<file path="config.mk">
export PLATFORM = sky130hd
export DESIGN_NAME = bhm_ctrl
export DESIGN_NICKNAME = d
export VERILOG_FILES = /design/src/design/bhm_pkg.sv /design/src/design/bhm_ctrl.sv
export SDC_FILE = /design/constraint.sdc
export NUM_CORES = 1
export LEC_CHECK = 0
export BUFFER_PORTS_ARGS = -buffer_cell sky130_fd_sc_hd__buf_2
export CAP_MARGIN = 25
export CORE_AREA = 3 3 46 48
export CTS_BUF_LIST = sky130_fd_sc_hd__clkbuf_8
export DETAILED_ROUTE_END_ITERATION = 8
export DIE_AREA = 0 0 49 51
export GPL_ROUTABILITY_DRIVEN = 1
export SLEW_MARGIN = 20
export SYNTH_ARGS = -nofsm -noshare
export SYNTH_HDL_FRONTEND = slang
export SYNTH_SLANG_ARGS = --single-unit
export TNS_END_PERCENT = 30
</file>
<file path="constraint.sdc">
create_clock -name clock -period 1.6 [get_ports clock]
set_input_delay 0.08 -clock clock [delete_from_list [all_inputs] [get_ports clock]]
set_output_delay 0.08 -clock clock [all_outputs]
set_load 0.005 [all_outputs]
</file>
<file path="src/design/bhm_pkg.sv">
// Shared types and constants for the bucketed hash map.
// No dependencies; used by every module in this folder.
package bhm_pkg;

   localparam int DEF_NUM_BUCKETS  = 1024;
   localparam int DEF_BUCKET_SLOTS = 4;

   localparam int MODE_W = 2;
   localparam int KEY_W  = 31;
   localparam int VAL_W  = 31;

   localparam logic [MODE_W-1:0] MODE_PUT    = 2'd0;
   localparam logic [MODE_W-1:0] MODE_GET    = 2'd1;
   localparam logic [MODE_W-1:0] MODE_REMOVE = 2'd2;

   // Remainder unit: key padded to MOD_STEPS digits of MOD_DIGIT_W bits
   localparam int MOD_DIGIT_W = 4;
   localparam int MOD_STEPS   = 8;

   typedef enum logic [3:0] {
      ST_CLEAR,
      ST_IDLE,
      ST_MOD,
      ST_CNT,
      ST_SCAN,
      ST_CMP,
      ST_ACT,
      ST_SHIFT_RD,
      ST_SHIFT_WR,
      ST_RESP
   } state_type;

   typedef struct packed {
      logic accept;
      logic mod_step;
      logic clr_step;
      logic cnt_rd;
      logic slot_rd;
      logic shift_rd;
      logic set_found;
      logic idx_inc;
      logic put_wr;
      logic shift_wr;
      logic cnt_wr;
      logic cnt_inc;
      logic rsp_load;
   } cmd_type;

   typedef struct packed {
      logic              clr_done;
      logic              mod_done;
      logic              scan_end;
      logic              key_match;
      logic              found;
      logic              full;
      logic              last_slot;
      logic              shift_last;
      logic              rsp_free;
      logic [MODE_W-1:0] mode;
   } sts_type;

endpackage

</file>
<file path="src/design/bhm_ctrl.sv">
// Controller: sequences clear pass, bucket index, scan, update and result.
// Depends on bhm_pkg.
module bhm_ctrl (
   input  logic             clock,
   input  logic             reset,
   input  logic             req_valid,
   output logic             req_stall,
   input  bhm_pkg::sts_type sts,
   output bhm_pkg::cmd_type cmd
);

   bhm_pkg::state_type state_ff, state_in;

   always_comb begin
      state_in = state_ff;
      unique case (state_ff)
         bhm_pkg::ST_CLEAR: begin
            if (sts.clr_done) state_in = bhm_pkg::ST_IDLE;
         end
         bhm_pkg::ST_IDLE: begin
            if (req_valid) state_in = bhm_pkg::ST_MOD;
         end
         bhm_pkg::ST_MOD: begin
            if (sts.mod_done) state_in = bhm_pkg::ST_CNT;
         end
         bhm_pkg::ST_CNT: begin
            state_in = bhm_pkg::ST_SCAN;
         end
         bhm_pkg::ST_SCAN: begin
            state_in = sts.scan_end ? bhm_pkg::ST_ACT : bhm_pkg::ST_CMP;
         end
         bhm_pkg::ST_CMP: begin
            state_in = sts.key_match ? bhm_pkg::ST_ACT : bhm_pkg::ST_SCAN;
         end
         bhm_pkg::ST_ACT: begin
            if (sts.mode == bhm_pkg::MODE_REMOVE && sts.found && !sts.last_slot)
               state_in = bhm_pkg::ST_SHIFT_RD;
            else
               state_in = bhm_pkg::ST_RESP;
         end
         bhm_pkg::ST_SHIFT_RD: begin
            state_in = bhm_pkg::ST_SHIFT_WR;
         end
         bhm_pkg::ST_SHIFT_WR: begin
            state_in = sts.shift_last ? bhm_pkg::ST_RESP : bhm_pkg::ST_SHIFT_RD;
         end
         bhm_pkg::ST_RESP: begin
            if (sts.rsp_free) state_in = bhm_pkg::ST_IDLE;
         end
         default: begin
            state_in = bhm_pkg::ST_IDLE;
         end
      endcase
   end

   always_comb begin
      cmd       = '0;
      req_stall = (state_ff != bhm_pkg::ST_IDLE);
      unique case (state_ff)
         bhm_pkg::ST_CLEAR:    cmd.clr_step = 1'b1;
         bhm_pkg::ST_IDLE:     cmd.accept   = req_valid;
         bhm_pkg::ST_MOD:      cmd.mod_step = 1'b1;
         bhm_pkg::ST_CNT:      cmd.cnt_rd   = 1'b1;
         bhm_pkg::ST_SCAN:     cmd.slot_rd  = !sts.scan_end;
         bhm_pkg::ST_CMP: begin
            cmd.set_found = sts.key_match;
            cmd.idx_inc   = !sts.key_match;
         end
         bhm_pkg::ST_ACT: begin
            case (sts.mode)
               bhm_pkg::MODE_PUT: begin
                  // hit overwrites in place; miss appends at index == count
                  if (sts.found) begin
                     cmd.put_wr = 1'b1;
                  end else if (!sts.full) begin
                     cmd.put_wr  = 1'b1;
                     cmd.cnt_wr  = 1'b1;
                     cmd.cnt_inc = 1'b1;
                  end
               end
               bhm_pkg::MODE_REMOVE: begin
                  cmd.cnt_wr = sts.found;
               end
               default: begin
               end
            endcase
         end
         bhm_pkg::ST_SHIFT_RD: cmd.shift_rd = 1'b1;
         bhm_pkg::ST_SHIFT_WR: begin
            cmd.shift_wr = 1'b1;
            cmd.idx_inc  = 1'b1;
         end
         bhm_pkg::ST_RESP:     cmd.rsp_load = sts.rsp_free;
         default: begin
         end
      endcase
   end

   always_ff @(posedge clock) begin
      if (reset) begin
         state_ff <= bhm_pkg::ST_CLEAR;
      end else begin
         state_ff <= state_in;
      end
   end

endmodule

</file>
== After elaboration in Yosys (flattened, before gate mapping) ==
Cells that the tools add are included.
Word-level totals
  register bits: 4
  bits in latches: 0
  bits in writable memories: 0
  ROM bits: 0
  bits of input ports: 14
  output and inout port bits: 14
  memories: 0
Operators by class
  $add $sub $neg: 0
  multipliers: 0
  div/mod/pow operators: 0
  $lt $le $gt $ge: 0
  equality and inequality tests: 15
  shifts and indexed selects: 0
  muxes and demuxes: 28
  bitwise operators: 0
  reduce and logical (&&, ||, !) cells: 8
Operator list (count)
  one-hot mux 4 bit (10 select lines): 1
  two-way mux 4 bit: 6
  equality test 4 x 3 -> 1 bit, second input constant: 4
  two-way mux 1 bit: 14
  two-way mux 2 bit: 5
  equality test 4 x 2 -> 1 bit, second input constant: 2
  equality test 4 bit, second input constant: 2
  inequality test 2 bit, second input constant: 4
  equality test 4 x 1 -> 1 bit, second input constant: 1
  zero test 4 bit: 1
  inequality test 4 x 1 -> 1 bit, second input constant: 1
  one-hot mux 1 bit (2 select lines): 2
  AND reduction 4 bit: 1
  zero test 1 bit: 3
  equality test 2 bit, second input constant: 1
  logical AND 1 bit: 2
  zero test 2 bit: 1

== Longest topological paths before layout ==
  depth after elaboration: 5
  depth in mapped cells: 6
  depth with buffers taken out: 4

== Worst setup path before layout ==
OpenSTA, ideal clock, no wires.
  path kind: register to register
  start point: register state_ff[3]
  end point: register state_ff[1]
  setup time: 0.088 ns
  arrival time: 1.344 ns
  data required time: 1.512 ns
  slack: 0.168 ns
  cell stages (with the launch flop): 5
  clock period less this slack: 1.432 ns
  cells stage by stage: dfxtp_1 > or3b_4 > o32a_1 > or2_1 > a311oi_2
On the way
  longest elaborated chain between the ends: 3
RTL lines
  start: declaration: RTL line bhm_ctrl.sv:12  | bhm_pkg::state_type state_ff, state_in;
  start signal: assignment: RTL line bhm_ctrl.sv:101  | state_ff <= bhm_pkg::ST_CLEAR;
  start signal: assignment: RTL line bhm_ctrl.sv:103  | state_ff <= state_in;
  equality test 4 x 2 -> 1 bit, or another cell as far along: RTL line bhm_ctrl.sv:16  | unique case (state_ff)
  inequality test 2 bit (no line)
  AND reduction 4 bit (no line)
Parallel ways exist; a longest one is shown, timed or not.
A chain may end at the register's enable or synchronous reset.

==> flow_summary.toml <==
[global_route]
grt-ovfl-total = 0
grt_max_degree = 20
grt_pass1_vias = 540
grt_pass1_wl_um = 2118
antenna_found_initial = 0
grt_usage_pct = 10.92

[critical_path]
crit_chain = "nor2b_1, a32oi_1, nor2_1, buf_2"
cp-start-kind = "flip-flop"
cp.required_ns = 1.52
slowest_delay_ns = 0.51
worstPathArrival_ns = 1.36
end_kind = "output port"
slowest_stage = "dfxtp_2"
criticalPathCategory = "reg -> out"
crit_buf_inv = 1
cp_max_fo = 19
crit_family = "flip-flops"

[sta]
fmaxAchievable_mhz = 696.4
finalHoldViolations = 0
fin_tns_setup_ns = 0
max_slew.worst_pin.slew_ns = 0.3196
relSlewSlack_pct = 78.69
finClkSkew_ns = 0.006307
setup_viol = 0
rsz0062_at_grt = "false"
slew_violations = 0
fin_crit_sh_pct = 89.75
min_period_ns = 1.436
layout_setup_ws_ns = 0.1640

[clock_network]
tritoncts = "built"
path_clk_slew_ns = 0.04
clkLatencyLatePin_ns = 0.22
cts_root_buf = "clkbuf_8"
cts_buffer_depth = 2
cts_sinks = 4
cts_buffers = 3
htree_levels = 1
postCtsSetupBuffers = 0

[job]
maxCapViolCount = 0

[synthesis]
yosysSeqAreaShare_pct = 18.55
ys_seq_elements = 4
synthCells = 65
synth_nets = 79
synth-edff-count = 0
synthDistinctLibCells = 29
synth_commonest_cells = "11 x nor2_1, 6 x nand2_1, 5 x clkbuf_1"
yosys_warnings = 0
async_flop_share_pct = 0
synth-main-ff-cell = "dfxtp_1"
synth_area_leader_cell = "dfxtp_1"
yosys.area.top_type_share_pct = 18.55
synth.most_common_cell = "nor2_1"
synth_area_um2 = 431.7
synth_area_leaders = "dfxtp_1 19%, nor2_1 9.6%, nand2_1 5.2%"
synth_area_per_cell_um2 = 6.641

[cells_and_area]
regMostFlops = "state_ff"
syn_to_final_growth_pct = 50.72
n_antenna_cell = 0
finalInstanceArea_um2 = 650.6
largest_registers = "state_ff: 4 flops"
largest_reg_flops = 4
fin_nets = 109
drive_above_1_share_pct = 39.78

[die]
fp.dieW_um = 49
row_count = 15
core_area_mm2 = 0.001745
die_h_um = 51
start_util_pct = 24.73
fp.dieArea_mm2 = 0.002499
design.portCount = 28

[placed_design]
dp_slack_ns = 0.1713
hpwl_um = 1014
routabilityCongestion = 0.7568
port_buffers = 27
placed_cell_area_um2 = 601.8

[route]
via_per_inst = 4.983
drt_wl_total_um = 1328
drtIter0Drc = 15
dr_total_vias = 588
wl_per_cell_um = 11.25
drc = 0
dr.pass1.iters = 4
antenna_left = 0

[pwr]
leakage_uw = 0.0002980
vdd_drop_max_v = 0.0002905
power_density_mw_per_mm2 = 654.2

[worst_hold_path]
holdCritPathClass = "in -> reg"

[status]
status = "finished clean"
==> worst register-to-register path, cell delays in order, from the launching register on <==
cell and delay (ns):
dfxtp_1 0.35, or3b_4 0.41, o32a_1 0.17, or2_1 0.23, a311oi_2 0.18
==> kinds of logic (layout without fill, tap and decap cells) <==
kind of cell              Yosys count  in the layout  share of synthesized area (%)
and+or+nand+nor                    38             38                          47.25
AOI/OAI and AO/OA                  14             14                          23.77
muxes                               1              1                          2.319
buffers and inverters               7             35                          6.088
DFF                                 4              4                          18.55
xor gates and xnor gates            1              1                          2.029
==> routing by layer <==
layer	routed length, um	vias up	global-route usage, %
met3	84	2	2.915
met5	0	-	0
met1	611	263	11.87
met4	19	0	9.005
li1	-	298	-
met2	613	25	17.87
==> cells in the final DEF (no fill, tap or decap), types with 2 or more instances in the layout <==
| cell type | netlist | layout |
|---|---|---|
| nor2b_1 | 2 | 2 |
| nand2b_1 | 3 | 3 |
| buf_2 | 0 | 27 |
| buf_4 | 0 | 3 |
| a21oi_1 | 4 | 4 |
| o21ai_0 | 2 | 2 |
| clkbuf_8 | 0 | 3 |
| nand2_1 | 6 | 6 |
| nor3_1 | 4 | 4 |
| nor2_1 | 11 | 11 |
| dfxtp_1 | 4 | 3 |
| inv_1 | 2 | 2 |
| nor4_1 | 3 | 2 |
| nand3b_1 | 2 | 2 |
==> path summary, 6_finish.rpt <==
kind,startpoint,endpoint,slack [ns],cells after the start
worst max-delay path,state_ff[0],cmd[5],0.16,4
worst max register to register,state_ff[2],state_ff[1],0.16,4
worst min register to register,state_ff[2],state_ff[0],0.65,3
worst min-delay path,reset,state_ff[0],0.08,2
==> stage by stage <==
stage / instances / utilization (%) / hold WS [ns] / total power (uW)
after floorplan: 65 / - / 0.1479 / 166.8
after global placement: 115 / 34.48 / 0.3067 / 205.9
after detailed placement: 115 / 34.48 / 0.3049 / 207.2
after CTS: 118 / 36.92 / 0.08050 / 424.5
after global routing: 118 / 37.28 / 0.08170 / 450.2
final: 118 / 37.28 / 0.07948 / 425.6
==> layout make-up <==
cell class	count	area, um2
sequential	4	81.33
fill	201	1095
timing repair buffer	30	157.7
inverter	2	7.507
multi-input combinational	54	331.6
tap	25	31.28
clock buffer	3	41.29
==> where the power goes <==
| group | internal [uW] | switching, uW |
|---|---|---|
| Combinational | 44.8 | 44.1 |
| Clock | 161 | 56.3 |
| Sequential | 105 | 14.2 |
==> timing repair <==
item / in CTS / in global routing
gates resized for setup: 1 / 1
setup endpoints to repair: 1 / 1
hold endpoints to repair: 0 / 0
hold buffers: 0 / 0
cloned: 0 / 0
pin swaps: 0 / 0
(Power assumes the default switching activity.)
